### config.mk
export PLATFORM = sky130hd
export DESIGN_NAME = sorted_priority_queue_top
export DESIGN_NICKNAME = d
export VERILOG_FILES = /design/src/hdl/spq_pkg.sv /design/src/hdl/spq_ram.sv /design/src/hdl/sorted_priority_queue_top.sv
export SDC_FILE = /design/constraint.sdc
export NUM_CORES = 1
export LEC_CHECK = 0
export BUFFER_PORTS_ARGS = -buffer_cell sky130_fd_sc_hd__buf_2
export CAP_MARGIN = 40
export CORE_ASPECT_RATIO = 0.75
export CORE_UTILIZATION = 55
export DETAILED_ROUTE_END_ITERATION = 8
export GPL_TIMING_DRIVEN = 0
export PLACE_DENSITY = 0.77
export SLEW_MARGIN = 20
export SYNTH_ARGS = -nofsm -noshare
export SYNTH_HDL_FRONTEND = slang
export SYNTH_SLANG_ARGS = --single-unit
### constraint.sdc
create_clock -name clk -period 6.5 [get_ports clk]
set_clock_uncertainty 0.1 [all_clocks]
set_input_delay 1.3 -clock clk [delete_from_list [all_inputs] [get_ports clk]]
set_output_delay 1.3 -clock clk [all_outputs]
set_load 0.01 [all_outputs]
### src/hdl/spq_pkg.sv
package spq_pkg;

    localparam int DEPTH_DEFAULT     = 16;
    localparam int PRIO_BITS_DEFAULT = 8;
    localparam int PAY_BITS          = 8;

    typedef enum logic [1:0] {
        ST_DONE  = 2'd0,
        ST_FULL  = 2'd1,
        ST_EMPTY = 2'd2
    } status_t;

    typedef enum logic [2:0] {
        S_IDLE,
        S_CMP,
        S_FIN,
        S_DEQ,
        S_EMIT
    } state_t;

endpackage

### src/hdl/spq_ram.sv
module spq_ram
#(
    parameter int WIDTH = 16,
    parameter int DEPTH = 16
)
(
    input  logic                     clk,
    input  logic                     we,
    input  logic [$clog2(DEPTH)-1:0] waddr,
    input  logic [WIDTH-1:0]         wdata,
    input  logic                     re,
    input  logic [$clog2(DEPTH)-1:0] raddr,
    output logic [WIDTH-1:0]         rdata
);

    logic [WIDTH-1:0] mem [DEPTH];
    logic [WIDTH-1:0] rdata_reg;

    always_ff @(posedge clk)
    begin
        if (we)
        begin
            mem[waddr] <= wdata;
        end
        if (re)
        begin
            rdata_reg <= mem[raddr];
        end
    end

    assign rdata = rdata_reg;

endmodule

### src/hdl/sorted_priority_queue_top.sv
// Sequence: an enqueue moves each stored entry of lower priority one slot toward the tail,
// stopping at the head or at the compare that meets an entry of equal or higher priority, then
// writes the new entry; a dequeue or a rejected request goes straight to its result state, and
// each result waits there only while the output register is still full.
// Throughput: one request at a time, as in_ready stays low through the shift and the result stage.
// Reset: asynchronous reset empties the queue and sets capacity to DEPTH; the entry RAM is
// left uninitialized and needs no clearing pass.
module sorted_priority_queue_top
    import spq_pkg::*;
#(
    parameter int DEPTH     = DEPTH_DEFAULT,
    parameter int PRIO_BITS = PRIO_BITS_DEFAULT
)
(
    input  logic                       clk,
    input  logic                       rst_n,
    input  logic                       cfg_valid,
    output logic                       cfg_ready,
    input  logic [$clog2(DEPTH+1)-1:0] cfg_data,
    input  logic                       in_valid,
    output logic                       in_ready,
    input  logic                       req_type,
    input  logic [PRIO_BITS-1:0]       entry_priority,
    input  logic [PAY_BITS-1:0]        entry_payload,
    output logic                       out_valid,
    input  logic                       out_ready,
    output logic [PRIO_BITS-1:0]       out_priority,
    output logic [PAY_BITS-1:0]        out_payload,
    output logic [1:0]                 status,
    output logic [$clog2(DEPTH+1)-1:0] element_count,
    output logic                       is_full,
    output logic                       is_empty
);

    localparam int IW = $clog2(DEPTH);
    localparam int CW = $clog2(DEPTH + 1);
    localparam int SW = CW + 1;
    localparam int EW = PRIO_BITS + PAY_BITS;

    function automatic logic [IW-1:0] slot_of(input logic [IW-1:0] head,
                                             input logic [CW-1:0] pos,
                                             input logic [CW-1:0] cap);
        logic [SW-1:0] s;
        s = SW'(head) + SW'(pos);
        if (s >= SW'(cap))
        begin
            s = s - SW'(cap);
        end
        return s[IW-1:0];
    endfunction

    state_t               state_reg, state_next;
    logic [IW-1:0]        head_reg, head_next;
    logic [CW-1:0]        count_reg, count_next;
    logic [CW-1:0]        cap_reg, cap_next;
    logic [CW-1:0]        p_reg, p_next;
    logic [PRIO_BITS-1:0] x_prio_reg, x_prio_next;
    logic [PAY_BITS-1:0]  x_pay_reg, x_pay_next;
    status_t              st_reg, st_next;

    logic                 out_valid_reg, out_valid_next;
    logic [PRIO_BITS-1:0] out_prio_reg, out_prio_next;
    logic [PAY_BITS-1:0]  out_pay_reg, out_pay_next;
    status_t              out_st_reg, out_st_next;
    logic [CW-1:0]        out_count_reg, out_count_next;
    logic                 out_full_reg, out_full_next;
    logic                 out_empty_reg, out_empty_next;

    logic                 ram_we;
    logic [IW-1:0]        ram_waddr;
    logic [EW-1:0]        ram_wdata;
    logic                 ram_re;
    logic [IW-1:0]        ram_raddr;
    logic [EW-1:0]        ram_rdata;

    logic                 accept;
    logic                 can_emit;
    logic                 shift_go;
    logic                 enq_full;
    logic [CW-1:0]        count_inc;
    logic [CW-1:0]        count_dec;
    logic [CW-1:0]        cfg_clamped;

    assign in_ready  = (state_reg == S_IDLE);
    assign cfg_ready = 1'b1;
    assign accept    = in_valid && in_ready;
    assign can_emit  = !out_valid_reg || out_ready;
    assign shift_go  = (ram_rdata[EW-1:PAY_BITS] < x_prio_reg);
    assign enq_full  = (count_reg >= cap_reg);
    assign count_inc = count_reg + CW'(1);
    assign count_dec = count_reg - CW'(1);

    always_comb
    begin
        cfg_clamped = cfg_data;
        if (cfg_data == '0)
        begin
            cfg_clamped = CW'(1);
        end
        else if (cfg_data > CW'(DEPTH))
        begin
            cfg_clamped = CW'(DEPTH);
        end
    end

    spq_ram #(
        .WIDTH (EW),
        .DEPTH (DEPTH)
    ) u_ram (
        .clk   (clk),
        .we    (ram_we),
        .waddr (ram_waddr),
        .wdata (ram_wdata),
        .re    (ram_re),
        .raddr (ram_raddr),
        .rdata (ram_rdata)
    );

    always_comb
    begin
        state_next = state_reg;
        case (state_reg)
            S_IDLE:
            begin
                if (accept)
                begin
                    if (!req_type)
                    begin
                        if (enq_full)
                        begin
                            state_next = S_EMIT;
                        end
                        else if (count_reg == '0)
                        begin
                            state_next = S_FIN;
                        end
                        else
                        begin
                            state_next = S_CMP;
                        end
                    end
                    else
                    begin
                        state_next = (count_reg == '0) ? S_EMIT : S_DEQ;
                    end
                end
            end
            S_CMP:
            begin
                if (!shift_go || p_reg == CW'(1))
                begin
                    state_next = S_FIN;
                end
            end
            S_FIN, S_DEQ, S_EMIT:
            begin
                if (can_emit)
                begin
                    state_next = S_IDLE;
                end
            end
            default:
            begin
                state_next = S_IDLE;
            end
        endcase
    end

    always_comb
    begin
        head_next      = head_reg;
        count_next     = count_reg;
        cap_next       = cap_reg;
        p_next         = p_reg;
        x_prio_next    = x_prio_reg;
        x_pay_next     = x_pay_reg;
        st_next        = st_reg;
        out_prio_next  = out_prio_reg;
        out_pay_next   = out_pay_reg;
        out_st_next    = out_st_reg;
        out_count_next = out_count_reg;
        out_full_next  = out_full_reg;
        out_empty_next = out_empty_reg;
        out_valid_next = out_valid_reg && !out_ready;
        ram_we         = 1'b0;
        ram_waddr      = slot_of(head_reg, p_reg, cap_reg);
        ram_wdata      = ram_rdata;
        ram_re         = 1'b0;
        ram_raddr      = slot_of(head_reg, count_dec, cap_reg);

        case (state_reg)
            S_IDLE:
            begin
                if (accept)
                begin
                    x_prio_next = entry_priority;
                    x_pay_next  = entry_payload;
                    st_next     = ST_DONE;
                    if (!req_type)
                    begin
                        if (enq_full)
                        begin
                            st_next = ST_FULL;
                        end
                        else if (count_reg == '0)
                        begin
                            head_next = '0;
                            p_next    = '0;
                        end
                        else
                        begin
                            ram_re = 1'b1;
                            p_next = count_reg;
                        end
                    end
                    else
                    begin
                        if (count_reg == '0)
                        begin
                            st_next = ST_EMPTY;
                        end
                        else
                        begin
                            ram_re    = 1'b1;
                            ram_raddr = head_reg;
                        end
                    end
                end
            end
            S_CMP:
            begin
                if (shift_go)
                begin
                    // The next read is two slots behind the write, so the two never collide.
                    ram_we    = 1'b1;
                    p_next    = p_reg - CW'(1);
                    ram_raddr = slot_of(head_reg, p_reg - CW'(2), cap_reg);
                    ram_re    = (p_reg != CW'(1));
                end
            end
            S_FIN:
            begin
                if (can_emit)
                begin
                    ram_we         = 1'b1;
                    ram_wdata      = {x_prio_reg, x_pay_reg};
                    count_next     = count_inc;
                    out_valid_next = 1'b1;
                    out_prio_next  = '0;
                    out_pay_next   = '0;
                    out_st_next    = ST_DONE;
                    out_count_next = count_inc;
                    out_full_next  = (count_inc == cap_reg);
                    out_empty_next = 1'b0;
                end
            end
            S_DEQ:
            begin
                if (can_emit)
                begin
                    count_next     = count_dec;
                    head_next      = (count_dec == '0) ? '0
                                                       : slot_of(head_reg, CW'(1), cap_reg);
                    out_valid_next = 1'b1;
                    out_prio_next  = ram_rdata[EW-1:PAY_BITS];
                    out_pay_next   = ram_rdata[PAY_BITS-1:0];
                    out_st_next    = ST_DONE;
                    out_count_next = count_dec;
                    out_full_next  = (count_dec == cap_reg);
                    out_empty_next = (count_dec == '0);
                end
            end
            S_EMIT:
            begin
                if (can_emit)
                begin
                    out_valid_next = 1'b1;
                    out_prio_next  = '0;
                    out_pay_next   = '0;
                    out_st_next    = st_reg;
                    out_count_next = count_reg;
                    out_full_next  = (count_reg == cap_reg);
                    out_empty_next = (count_reg == '0);
                end
            end
            default:
            begin
            end
        endcase

        if (cfg_valid)
        begin
            cap_next   = cfg_clamped;
            head_next  = '0;
            count_next = '0;
        end
    end

    always_ff @(posedge clk or negedge rst_n)
    begin
        if (!rst_n)
        begin
            state_reg     <= S_IDLE;
            head_reg      <= '0;
            count_reg     <= '0;
            cap_reg       <= CW'(DEPTH);
            p_reg         <= '0;
            st_reg        <= ST_DONE;
            out_valid_reg <= 1'b0;
        end
        else
        begin
            state_reg     <= state_next;
            head_reg      <= head_next;
            count_reg     <= count_next;
            cap_reg       <= cap_next;
            p_reg         <= p_next;
            st_reg        <= st_next;
            out_valid_reg <= out_valid_next;
        end
    end

    always_ff @(posedge clk)
    begin
        x_prio_reg    <= x_prio_next;
        x_pay_reg     <= x_pay_next;
        out_prio_reg  <= out_prio_next;
        out_pay_reg   <= out_pay_next;
        out_st_reg    <= out_st_next;
        out_count_reg <= out_count_next;
        out_full_reg  <= out_full_next;
        out_empty_reg <= out_empty_next;
    end

    assign out_valid     = out_valid_reg;
    assign out_priority  = out_prio_reg;
    assign out_payload   = out_pay_reg;
    assign status        = out_st_reg;
    assign element_count = out_count_reg;
    assign is_full       = out_full_reg;
    assign is_empty      = out_empty_reg;

endmodule

==> Word-level counts from Yosys, hierarchy flattened <==
Memories as Yosys holds them, arrays and structs flattened. A register that Yosys moved wholly into a read port is not among the register bits.
Index checks and enable logic that the tools add are counted.
{ "word_totals": {"out_inout_bits": 28, "inputBits": 27, "ram_bits": 256, "reg_bits": 66, "mem_count": 1, "word_cells": 162} }
{ "classes": {"addsub": 12, "n_mux": 73, "n_reduce_logical": 28, "n_lt_le_gt_ge": 7, "eq_ne": 26} }
{ "mem_list": {"columns": ["name", "words", "word_bits", "rd", "rd_clocked_by_memory_dff", "wr", "line", "rtl"], "rows": [
  ["u_ram.mem", 16, 16, 1, 1, 1, "spq_ram.sv:16", "logic [WIDTH-1:0] mem [DEPTH];"]
]} }
{ "ops": {"columns": ["operator", "n"], "rows": [
  ["$mux 4", 15],
  ["$mux 5", 11],
  ["$mux 16", 2],
  ["$pmux 8 s2", 2],
  ["$mux 8", 3],
  ["$pmux 5 s2", 2],
  ["$add 4x5->6", 3],
  ["$ge 6x5->1", 3],
  ["$mux 1", 18],
  ["$mux 3", 6],
  ["$pmux 4 s2", 2],
  ["$sub 4x4->4", 4],
  ["$eq 5x5->1", 3],
  ["$logic_not 5->1", 3],
  ["$pmux 5 s3", 1],
  ["$ne 2x2->1 const B", 7],
  ["$ne 3x3->1 const B", 4],
  ["$reduce_and 3->1", 4],
  ["$ge 5x5->1", 2],
  ["$mux 2", 5],
  ["$sub 5x1->5 const B", 2],
  ["$pmux 3 s3", 1],
  ["$reduce_bool 3->1", 3],
  ["$lt 8x8->1", 1],
  ["other kinds (25)", 39]
]} }

==> Longest topological paths before layout <==
Gate-level depths: netlist of the first run.
{ "logic_depth": {"ltp_word": 8, "mapped_depth": 20} }

==> Hierarchy <==
A second synthesis of the first run with hierarchy kept.
{ "unflattened": {"cells_unflattened": 924, "area_unflattened_um2": 15112.0} }
{ "modules_own_cells": {"columns": ["module", "n_inst", "cells_per_inst", "area_per_inst_um2"], "rows": [
  ["spq_ram", 1, 432, 10203.5],
  ["sorted_priority_queue_top", 1, 492, 4908.5]
]} }

==> Least setup slack after synthesis of the first run <==
Ideal clock, no wire load.
{ "synth_timing": {"path_type": "reg2reg", "from": "register count_reg[0]", "to": "register u_ram.rdata_reg[0] (netlist: u_ram.rdata[0]) (read register of u_ram.mem), data pin", "t_arrival_ns": 4.370, "n_path_buf": 3, "t_required_ns": 6.128, "path_stages_with_launch": 20, "period_less_slack_ns": 4.742, "slack_ns": 1.758, "path_cell_list": "dfrtp_1 clkbuf_1 inv_1 ha_1 xnor2_1 inv_1 ha_1 xor2_1 ha_1 nor2b_1 a311oi_2 o221ai_4 nor2_1 a21oi_1 a221oi_2 buf_2 buf_2 mux2i_1 o22ai_1 or4_1"} }
{ "synth_via": {"elab_chain_cells": 8} }
{ "synth_lines": {"columns": ["item", "line", "rtl"], "rows": [
  ["start, declared", "sorted_priority_queue_top.sv:54", "logic [CW-1:0] count_reg, count_next;"],
  ["start signal, assigned", "sorted_priority_queue_top.sv:315", "count_reg <= count_next;"],
  ["$sub 5x1->5", "sorted_priority_queue_top.sv:91", "assign count_dec = count_reg - CW'(1);"],
  ["$add 4x5->6", "sorted_priority_queue_top.sv:44", "s = SW'(head) + SW'(pos);"],
  ["$ge 6x5->1 or $sub 4x4->4 (tied branches)", "sorted_priority_queue_top.sv:45, sorted_priority_queue_top.sv:47", null],
  ["$mux 4", "sorted_priority_queue_top.sv:45", "if (s >= SW'(cap))"],
  ["$mux 4", "sorted_priority_queue_top.sv:218", "if (count_reg == '0)"],
  ["$mux 4", "sorted_priority_queue_top.sv:199", "if (!req_type)"],
  ["$mux 4", "sorted_priority_queue_top.sv:194", "if (accept)"],
  ["$pmux 4 s2", "sorted_priority_queue_top.sv:191", "case (state_reg)"],
  ["end, declared", "spq_ram.sv:17", "logic [WIDTH-1:0] rdata_reg;"]
]} }
Parallel ways exist; a longest one is shown, timed or not.
A chain may end at the register's enable or synchronous reset.

==> Worst setup path in the final report of the first run <==
{ "layout_timing": {"from": "register count_reg[0]", "to": "register u_ram.rdata_reg[13] (netlist: u_ram.rdata[13]) (read register of u_ram.mem), data pin"} }
Same word-level chain as after synthesis.

==> flow_metrics.env, run 1 <==
export IMPL_drc=0
export IMPL_clk_path_buf_depth=3
export IMPL_max_slew_worst_pin_slew_ps=807
export IMPL_netSwitchingFraction_pct=37.7
export IMPL_yosysMostFrequentCell="edfxtp_1"
export IMPL_path_cells="clkbuf_1 > inv_1 > ha_1 > xnor2_1 > inv_1 > ha_1 > xor2_1 > ha_1 > nor2b_1 > a311oi_2 > o221ai_4 > nor2_1 > a21oi_1 > a221oi_2 > buf_2 > buf_2 > mux2i_1 > o22ai_1 > or4_1"
export IMPL_p_leak_nw=6.28
export IMPL_clkTransAtPathRegs_ps=60
export IMPL_power_share_sequential_pct=34.8
export IMPL_cp_common_cell="ha_1"
export IMPL_dr_total_vias=9070
export IMPL_internal_power_mw=5.54
export IMPL_synth_top_cell_area_share_pct=61.3
export IMPL_worst_path_buf_inv=5
export IMPL_cts_max_level=2
export IMPL_grt_max_degree=26
export IMPL_min_to="st_reg[1]"
export IMPL_ys_seq_area_share_pct=65.4
export IMPL_clock_sinks=338
export IMPL_worst_setup_path_type="flip-flop to flip-flop"
export IMPL_via_per_inst=5.94
export IMPL_start_util_pct=56.4
export IMPL_reg2reg_to="u_ram.rdata[13]"
export IMPL_synth_mux_area_fraction_pct=9.51
export IMPL_top_layer="met5"
export IMPL_cpPeakStageDelay_ps=500
export IMPL_port_buffers=53
export IMPL_ir_worst_vdd_mv=0.224
export IMPL_antenna_found_initial=2
export IMPL_maxCapViolations=0
export IMPL_min_from="st_reg[1]"
export IMPL_track_usage_pct=23.0
export IMPL_rows=52
export IMPL_n_antenna_cell=0
export IMPL_cts_tree="yes"
export IMPL_largest_reg_flops=256
export IMPL_gp_congestion=0.925
export IMPL_synth_compound_area_share_pct=8.40
export IMPL_hold_class="flip-flop to flip-flop"
export IMPL_synth_area_leader_cell="edfxtp_1"
export IMPL_fmax_mhz=168
export IMPL_antenna_left=0
export IMPL_cts_hold_buf=0
export IMPL_ys_types=71
export IMPL_synthAdderAreaFrac_pct=4.99
export IMPL_worst_path_max_fanout=10
export IMPL_drt_total_wl_um=32500
export IMPL_grt_pass1_vias=8783
export IMPL_p_switching_mw=3.35
export IMPL_wl_met2_um=14000
export IMPL_finalSetupViolCount=0
export IMPL_ctsResizeCount=0
export IMPL_drtIter0Drc=877
export IMPL_status="finished, final reports clean"
export IMPL_coreArea_um2=27200
export IMPL_power_clock_fraction_pct=20.5
export IMPL_io_pins=55
export IMPL_worst_ep_arrival_time_ps=6070
export IMPL_critPathLaunchType="flip-flop"
export IMPL_root_buffer="clkbuf_16"
export IMPL_synth_seq_cells=338
export IMPL_fin_crit_sh_pct=91.5
export IMPL_r2r_start="count_reg[0]"
export IMPL_synth_warnings=0
export IMPL_async_flop_share_pct=7.40
export IMPL_worst_r2r_cell_count=19
export IMPL_postCtsSetupBuffers=0
export IMPL_die_height_um=147
export IMPL_final_cells=1526
export IMPL_syn_inst=1043
export IMPL_final_nets=1236
export IMPL_cp_top_family="buffers and inverters"
export IMPL_p_comb_share_pct=44.7
export IMPL_fillers=1898
export IMPL_worstSetupEndpointType="flip-flop"
export IMPL_drive_above_1_share_pct=17.4
export IMPL_synth_cell_area_um2=15300
export IMPL_worst_ep_required_time_ps=6620
export IMPL_finalHoldViolCount=0
export IMPL_whs_path_depth=2
export IMPL_synthToLayoutAreaGrowth_pct=13.0
export IMPL_synth_area_top_cells="edfxtp_1 (61%), mux2i_1 (8.5%), ha_1 (4.1%), dfrtp_1 (3.9%), o22ai_1 (2.8%)"
export IMPL_firstDrtPassIters=5
export IMPL_wl_met1_um=15100
export IMPL_r2r_slack_ps=550
export IMPL_syn_avg_cell_area_um2=14.7
export IMPL_clock_latency_ps=510
export IMPL_min_period_ps=5950
export IMPL_syn_nets=1127
export IMPL_routedWlPerCell_um=21.3
export IMPL_finalSetupTns_ps=0
export IMPL_critical_path_slowest_cell="or4_1"
export IMPL_slew_headroom_pct=46.1
export IMPL_overflow=0
export IMPL_slew_viol_final=0
export IMPL_synth_common_cells="edfxtp_1 (313), mux2i_1 (130), o22ai_1 (69)"
export IMPL_wl_met3_um=2930
export IMPL_power_density_nw_per_um2=514
export IMPL_worst_path_stages=19
export IMPL_rsz0062_at_grt="false"
export IMPL_grt_pass1_wl_um=49800
export IMPL_dieArea_um2=28600
export IMPL_synth_edf_count=313
export IMPL_die_x_um=195
export IMPL_yosys_area_share_simple_pct=6.73
export IMPL_dpl_cell_count=1466
export IMPL_synth_top_family_by_area="multiplexers"
export IMPL_numCtsBuffers=34
export IMPL_synth_ff_type="edfxtp_1"
export IMPL_synth_xor_area_share_pct=2.16
export IMPL_hpwl_um=23500
area by class of cell:
cell class	count	area (um^2)	area share, %
multi-input combinational	622	4920	28.4
tap	351	439	2.53
buffer	47	294	1.70
timing repair buffer	73	472	2.72
inverter	36	135	0.780
sequential	338	10000	57.9
clock buffer	45	913	5.27
clock inverter	14	125	0.722
power groups by stage:
stage                     combinational (mW)  clock (mW)  sequential [mW]
final                                   3.98        1.83             3.09
after CTS                               3.93        1.84             3.09
after global placement                  3.71           0             3.14
after global routing                    4.26        1.93             3.11
after detailed placement                3.90           0             3.13
after floorplan                         2.68           0             3.16
worst max path at each step:
| stage | start | to | slack (ps) |
|---|---|---|---|
| floorplan | count_reg[0] | u_ram.rdata[0] | 1760 |
| global placement | count_reg[0] | u_ram.rdata[4] | 650 |
| detailed placement | count_reg[0] | u_ram.rdata[13] | 630 |
| CTS | count_reg[0] | u_ram.rdata[13] | 610 |
| global route | count_reg[0] | u_ram.rdata[3] | 210 |
| finish | count_reg[0] | u_ram.rdata[13] | 550 |
cells by family after synthesis:
kind of cell / Yosys count
DFF: 338
muxes: 144
buffers and inverters: 83
and+or+nand+nor: 191
adders and majority gates: 57
other: 1
xor gates and xnor gates: 37
AOI/OAI and AO/OA: 192
cells in the final DEF, fill, tap and decap left out, types with 26 or more instances in the layout:
| cell | netlist | final |
|---|---|---|
| a21oi_1 | 34 | 34 |
| buf_2 | 16 | 69 |
| clkbuf_16 | 0 | 35 |
| edfxtp_1 | 313 | 313 |
| ha_1 | 50 | 50 |
| inv_1 | 36 | 36 |
| mux2i_1 | 130 | 130 |
| nand2_1 | 52 | 52 |
| nor2b_1 | 26 | 26 |
| o21ai_0 | 36 | 29 |
| o22ai_1 | 69 | 69 |
worst reg2reg max path, cell delays in order, from the launching register on:
cell	delay, ps
dfrtp_1	370
clkbuf_1	310
inv_1	200
ha_1	320
xnor2_1	310
inv_1	110
ha_1	360
xor2_1	220
ha_1	320
nor2b_1	190
a311oi_2	330
o221ai_4	220
nor2_1	130
a21oi_1	80
a221oi_2	330
buf_2	430
buf_2	400
mux2i_1	270
o22ai_1	180
or4_1	500
metal layers:
layer | vias to the layer above | global-route usage (%)
met5 | - | 0
met4 | 2 | 4.88
met3 | 47 | 5.01
met2 | 381 | 33.5
met1 | 4428 | 35.6
li1 | 4212 | -
metrics by stage:
stage / hold WS, ps / utilization [%] / total power, mW / area [um^2] / setup slack, ps
floorplan: 341 / - / 5.84 / 15300 / 1760
global placement: 359 / 59.0 / 6.84 / 16000 / 653
detailed placement: 369 / 59.9 / 7.03 / 16300 / 627
CTS: 382 / 63.7 / 8.87 / 17300 / 611
global route: 417 / 63.7 / 9.31 / 17300 / 209
finish: 390 / 63.7 / 8.90 / 17300 / 554
(Power assumes the default switching activity.)
==> run 2: changes to the inputs <==
Clock period 6.5 ns to 5.78 ns, I/O delays scaled along.
==> run 2 against run 1 <==
Non-clock buffer count fell by 1. Die area is the same. Utilization increased by 0.074 points. Critical path depth is 1 lower. Clock power rose by 12%. Setup slack got worse by 160 ps. Count of clock-buffer cells in the layout unchanged. Final area is 0.12% higher. First-iteration DRC count shrank 0.91%. Critical path type unchanged. Register-to-register slack worse by 160 ps. Largest power group unchanged.
==> flow_metrics.env, run 2 (synthesis results as in run 1) <==
export IMPL_status="finished, final reports clean"
export IMPL_io_pins=55
export IMPL_drt_total_wl_um=32500
export IMPL_path_cells="inv_1 > ha_1 > xnor2_2 > inv_1 > ha_1 > xor2_1 > ha_1 > nor2b_1 > a311oi_2 > o221ai_4 > nor2_1 > a21oi_1 > a221oi_2 > buf_4 > clkbuf_4 > mux2i_1 > o22ai_1 > or4_1"
export IMPL_busiest_layer="met1"
export IMPL_root_buffer="clkbuf_16"
export IMPL_drive_above_1_share_pct=17.5
export IMPL_maxCapViolations=0
export IMPL_final_nets=1235
export IMPL_slew_viol_final=0
export IMPL_critical_path_slowest_cell="or4_1"
export IMPL_cp_top_family="compound AO/OA/AOI/OAI gates"
export IMPL_critPathLaunchType="flip-flop"
export IMPL_hold_class="flip-flop to flip-flop"
export IMPL_cts_max_level=2
export IMPL_rows=52
export IMPL_coreArea_um2=27200
export IMPL_final_cell_mix="edfxtp_1 (313), mux2i_1 (130), o22ai_1 (69)"
export IMPL_clock_sinks=338
export IMPL_clk_path_buf_depth=3
export IMPL_cpPeakStageDelay_ps=500
export IMPL_grt_max_degree=26
export IMPL_numCtsBuffers=34
export IMPL_max_slew_worst_pin_slew_ps=829
export IMPL_dr_total_vias=9132
export IMPL_start_util_pct=56.4
export IMPL_reg2reg_to="u_ram.rdata[13]"
export IMPL_power_density_nw_per_um2=578
export IMPL_r2r_start="count_reg[0]"
export IMPL_rsz0062_at_grt="false"
export IMPL_drc=0
export IMPL_grt_pass1_wl_um=49800
export IMPL_fillers=1896
export IMPL_worst_ep_arrival_time_ps=5510
export IMPL_p_leak_nw=6.29
export IMPL_worst_path_max_fanout=10
export IMPL_worst_ep_required_time_ps=5900
export IMPL_r2r_slack_ps=390
export IMPL_holdWs_ps=390
export IMPL_antenna_left=0
export IMPL_final_common_cell="edfxtp_1"
export IMPL_slew_headroom_pct=44.7
export IMPL_drtIter0Drc=869
export IMPL_synthToLayoutAreaGrowth_pct=13.1
export IMPL_grt_util_met1_pct=35.6
export IMPL_min_to="st_reg[1]"
export IMPL_port_buffers=53
export IMPL_worstSetupEndpointType="flip-flop"
export IMPL_whs_path_depth=2
export IMPL_n_antenna_cell=0
export IMPL_final_cells=1525
export IMPL_worst_setup_path_type="flip-flop to flip-flop"
export IMPL_post_route_util_pct=63.8
export IMPL_dpl_cell_count=1466
export IMPL_min_from="st_reg[1]"
export IMPL_hpwl_um=23500
export IMPL_grtUsageMet3_pct=5.01
export IMPL_firstDrtPassIters=6
export IMPL_worst_path_buf_inv=4
export IMPL_postCtsSetupBuffers=0
export IMPL_finalHoldViolCount=0
export IMPL_finalSetupViolCount=0
export IMPL_grt_pass1_vias=8783
export IMPL_routedWlPerCell_um=21.3
export IMPL_die_x_um=195
export IMPL_ir_worst_vdd_mv=0.243
export IMPL_worst_r2r_cell_count=18
export IMPL_use_met2_pct=33.5
export IMPL_die_height_um=147
export IMPL_via_per_inst=5.99
export IMPL_fin_crit_sh_pct=93.2
export IMPL_antenna_found_initial=2
export IMPL_clkTransAtPathRegs_ps=60
export IMPL_dieArea_um2=28600
export IMPL_finalPower_mw=10.0
export IMPL_overflow=0
export IMPL_cp_common_cell="ha_1"
export IMPL_largest_reg_flops=256
export IMPL_min_period_ps=5390
export IMPL_fmax_mhz=186
export IMPL_gp_congestion=0.925
export IMPL_track_usage_pct=23.0
export IMPL_cts_tree="yes"
export IMPL_postPlaceCellArea_um2=16300
export IMPL_clock_latency_ps=510
export IMPL_fin_area_um2=17300
-- run 2: cell count changes in the layout (fill, tap and decap cells not counted) --
cell      delta
buf_2        -6
dfrtp_2      +1
clkbuf_1     -1
clkbuf_4     +5
dfrtp_1      -1
xnor2_2      +1
buf_4        +1
xnor2_1      -1
-- run 2: cell type report --
class	count	area [um^2]	share of cell area, %
clock buffer	45	913	5.27
clock inverter	14	125	0.721
sequential	338	10000	57.8
inverter	36	135	0.779
timing repair buffer	73	472	2.72
multi-input combinational	622	4930	28.4
buffer	46	305	1.76
tap	351	439	2.53
-- run 2: per-layer routing --
metal / wire [um] / up-vias
li1: - / 4210
met1: 15300 / 4486
met2: 13900 / 387
met3: 2900 / 47
met4: 457 / 2
met5: 13 / -
-- run 2: timing repair --
| action | in CTS | in global routing |
|---|---|---|
| hold buffers | 0 | 0 |
| setup endpoints to repair | 16 | 16 |
| resized for setup | 1 | 7 |
| cloned | 0 | 0 |
-- run 2: worst max path at each step --
stage / start / depth (start not counted) / to / slack, ps
floorplan: count_reg[0] / 19 / u_ram.rdata[0] / 1040
global placement: count_reg[0] / 19 / u_ram.rdata[4] / -70
detailed placement: count_reg[0] / 19 / u_ram.rdata[13] / -90
CTS: count_reg[0] / 19 / u_ram.rdata[13] / 20
global route: count_reg[0] / 18 / u_ram.rdata[3] / 90
finish: count_reg[0] / 18 / u_ram.rdata[13] / 390
-- run 2: through the flow --
step	setup TNS, ps	worst slack, ps
6_report	0	394
5_1_grt	0	89.9
4_1_cts	0	21.9
3_5_place_dp	-448	-93.4
3_3_place_gp	-697	-67.2
2_1_floorplan	0	1040
-- run 2: power breakdown --
part	switching [mW]	leakage, nW	total (mW)	internal, mW
clock	0.885	0.498	2.05	1.17
sequential	0.121	3.17	3.48	3.36
combinational	2.77	2.62	4.50	1.73
total	3.78	6.29	10.0	6.26
-- run 2: worst reg2reg max path, cell delays in order, from the launching register on --
cell and delay (ps):
dfrtp_2 480, inv_1 190, ha_1 330, xnor2_2 180, inv_1 90, ha_1 360
xor2_1 220, ha_1 320, nor2b_1 190, a311oi_2 330, o221ai_4 220, nor2_1 130
a21oi_1 80, a221oi_2 330, buf_4 320, clkbuf_4 320, mux2i_1 250, o22ai_1 170
or4_1 500
==> run 3: changes to the inputs <==
==> constraint.sdc (replaced) <==
create_clock -name clk -period 6.2 [get_ports clk]
set_clock_uncertainty 0.1 [all_clocks]
set_input_delay 1.24 -clock clk [delete_from_list [all_inputs] [get_ports clk]]
set_output_delay 1.24 -clock clk [all_outputs]
set_load 0.005 [all_outputs]
==> run 3 against run 2 <==
Sequential power fell by 6.9%. Register-to-register slack got worse by 60 ps. Routed wire length fell by 0.16%. Clock power fell by 6%. Fmax fell by 8.2%. Critical endpoint is now u_ram.rdata[12].
==> flow_metrics.env, run 3 (synthesis results as in run 1) <==
export IMPL_finalHoldViolCount=0
export IMPL_finalSetupViolCount=0
export IMPL_worst_setup_path_type="flip-flop to flip-flop"
export IMPL_min_period_ps=5870
export IMPL_p_switching_mw=3.48
export IMPL_slew_headroom_pct=46.3
export IMPL_power_density_nw_per_um2=537
export IMPL_numCtsBuffers=34
export IMPL_antenna_left=0
export IMPL_root_buffer="clkbuf_16"
export IMPL_critPathLaunchType="flip-flop"
export IMPL_port_buffers=53
export IMPL_drc=0
export IMPL_final_setup_worst_slack_ps=333
export IMPL_grt_max_degree=26
export IMPL_routedWlPerCell_um=21.3
export IMPL_synthToLayoutAreaGrowth_pct=13.0
export IMPL_coreArea_um2=27200
export IMPL_hold_class="flip-flop to flip-flop"
export IMPL_cts_max_level=2
export IMPL_max_slew_worst_pin_slew_ps=805
export IMPL_rsz0062_at_grt="false"
export IMPL_drive_above_1_share_pct=17.4
export IMPL_clkTransAtPathRegs_ps=60
export IMPL_dr_total_vias=9051
export IMPL_status="finished, final reports clean"
export IMPL_internal_power_mw=5.82
export IMPL_cts_tree="yes"
export IMPL_r2r_slack_ps=330
export IMPL_fin_crit_sh_pct=94.6
export IMPL_start_util_pct=56.4
export IMPL_grt_pass1_vias=8783
export IMPL_n_antenna_cell=0
export IMPL_gp_congestion=0.925
export IMPL_use_met2_pct=33.5
export IMPL_cts_hold_buf=0
export IMPL_grt_pass1_wl_um=49800
export IMPL_grt_util_met1_pct=35.6
export IMPL_clock_sinks=338
export IMPL_firstDrtPassIters=5
export IMPL_rows=52
export IMPL_drt_total_wl_um=32500
export IMPL_clock_latency_ps=510
export IMPL_final_common_cell="edfxtp_1"
export IMPL_track_usage_pct=23.0
export IMPL_die_x_um=195
export IMPL_via_per_inst=5.93
export IMPL_overflow=0
export IMPL_p_comb_share_pct=44.5
export IMPL_p_leak_nw=6.28
export IMPL_ir_worst_vdd_mv=0.235
export IMPL_io_pins=55
export IMPL_busiest_layer="met1"
export IMPL_drtIter0Drc=886
export IMPL_hpwl_um=23500
export IMPL_worst_ep_arrival_time_ps=6000
export IMPL_die_height_um=147
export IMPL_fmax_mhz=170
export IMPL_power_clock_fraction_pct=20.6
export IMPL_antenna_found_initial=2
export IMPL_worst_ep_required_time_ps=6330
export IMPL_post_place_ws_ps=327
export IMPL_dieArea_um2=28600
export IMPL_final_nets=1236
export IMPL_worst_path_max_fanout=10
export IMPL_postCtsSetupBuffers=0
export IMPL_netSwitchingFraction_pct=37.4
export IMPL_slew_viol_final=0
export IMPL_final_cell_mix="edfxtp_1 (313), mux2i_1 (130), o22ai_1 (69)"
export IMPL_maxCapViolations=0
export IMPL_clk_path_buf_depth=3
export IMPL_grtUsageMet3_pct=5.01
export IMPL_largest_reg_flops=256
export IMPL_worstSetupEndpointType="flip-flop"
export IMPL_power_share_sequential_pct=34.9
export IMPL_finalSetupTns_ps=0
==> run 3: changes by cell type in the layout (fill, tap and decap cells not counted) <==
cell      delta
buf_2        +4
clkbuf_4     -3
buf_4        -1
clkbuf_1     +1
dfrtp_1      +1
dfrtp_2      -1
xnor2_1      +1
xnor2_2      -1
==> run 3: critical path, stage by stage, from the launching register on <==
cell	delay, ps
dfrtp_1	370
clkbuf_1	310
inv_1	200
ha_1	320
xnor2_1	300
inv_1	110
ha_1	360
xor2_1	220
ha_1	320
nor2b_1	190
a311oi_2	330
o221ai_4	220
nor2_1	130
a21oi_1	80
a221oi_2	330
clkbuf_4	370
buf_2	370
mux2i_1	250
o22ai_1	200
or4_1	490
==> run 3: path summary, 6_finish.rpt <==
| check | startpoint | end | cells after the start |
|---|---|---|---|
| max in group asynchronous | rst_n | out_valid | 1 |
| min reg2reg | st_reg[0] | st_reg[0] | 2 |
| max | count_reg[0] | u_ram.rdata[12] | 19 |
| min in group asynchronous | rst_n | p_reg[3] | 1 |
| min | st_reg[0] | st_reg[0] | 2 |
| max reg2reg | count_reg[0] | u_ram.rdata[12] | 19 |
==> run 3: repair_timing <==
item	in CTS	in global routing
endpoints found under the hold margin	0	0
setup endpoints to repair	0	8
resized for setup	0	2
==> run 3: metrics by stage <==
step	instances	area, um^2	utilization [%]	hold WS, ps	total power, mW
after floorplan	1043	15300	-	341	6.09
after global placement	1447	16000	59.0	359	7.14
after detailed placement	1466	16300	59.9	369	7.34
after CTS	1525	17300	63.7	382	9.26
after global routing	1526	17300	63.7	417	9.73
final	1526	17300	63.7	389	9.30
==> run 3: routing by layer <==
metal / part of all wire (%) / routed length [um]
met5: 0.040 / 13
met3: 8.5 / 2750
met1: 47 / 15400
met4: 1.3 / 424
met2: 43 / 13900
==> run 3: power groups by stage <==
| stage | combinational [mW] | sequential (mW) | clock (mW) |
|---|---|---|---|
| final | 4.14 | 3.24 | 1.92 |
| after global routing | 4.44 | 3.26 | 2.03 |
| after CTS | 4.09 | 3.24 | 1.93 |
| after detailed placement | 4.05 | 3.29 | 0 |
| after global placement | 3.85 | 3.29 | 0 |
| after floorplan | 2.81 | 3.27 | 0 |
==> run 3: layout make-up <==
| cell class | instances | area, um^2 |
|---|---|---|
| Buffer | 47 | 299 |
| Clock buffer | 45 | 913 |
| Clock inverter | 14 | 125 |
| Fill cell | 1897 | 9860 |
| Inverter | 36 | 135 |
| Multi-Input combinational cell | 622 | 4920 |
| Sequential cell | 338 | 10000 |
| Tap cell | 351 | 439 |
| Timing Repair Buffer | 73 | 472 |
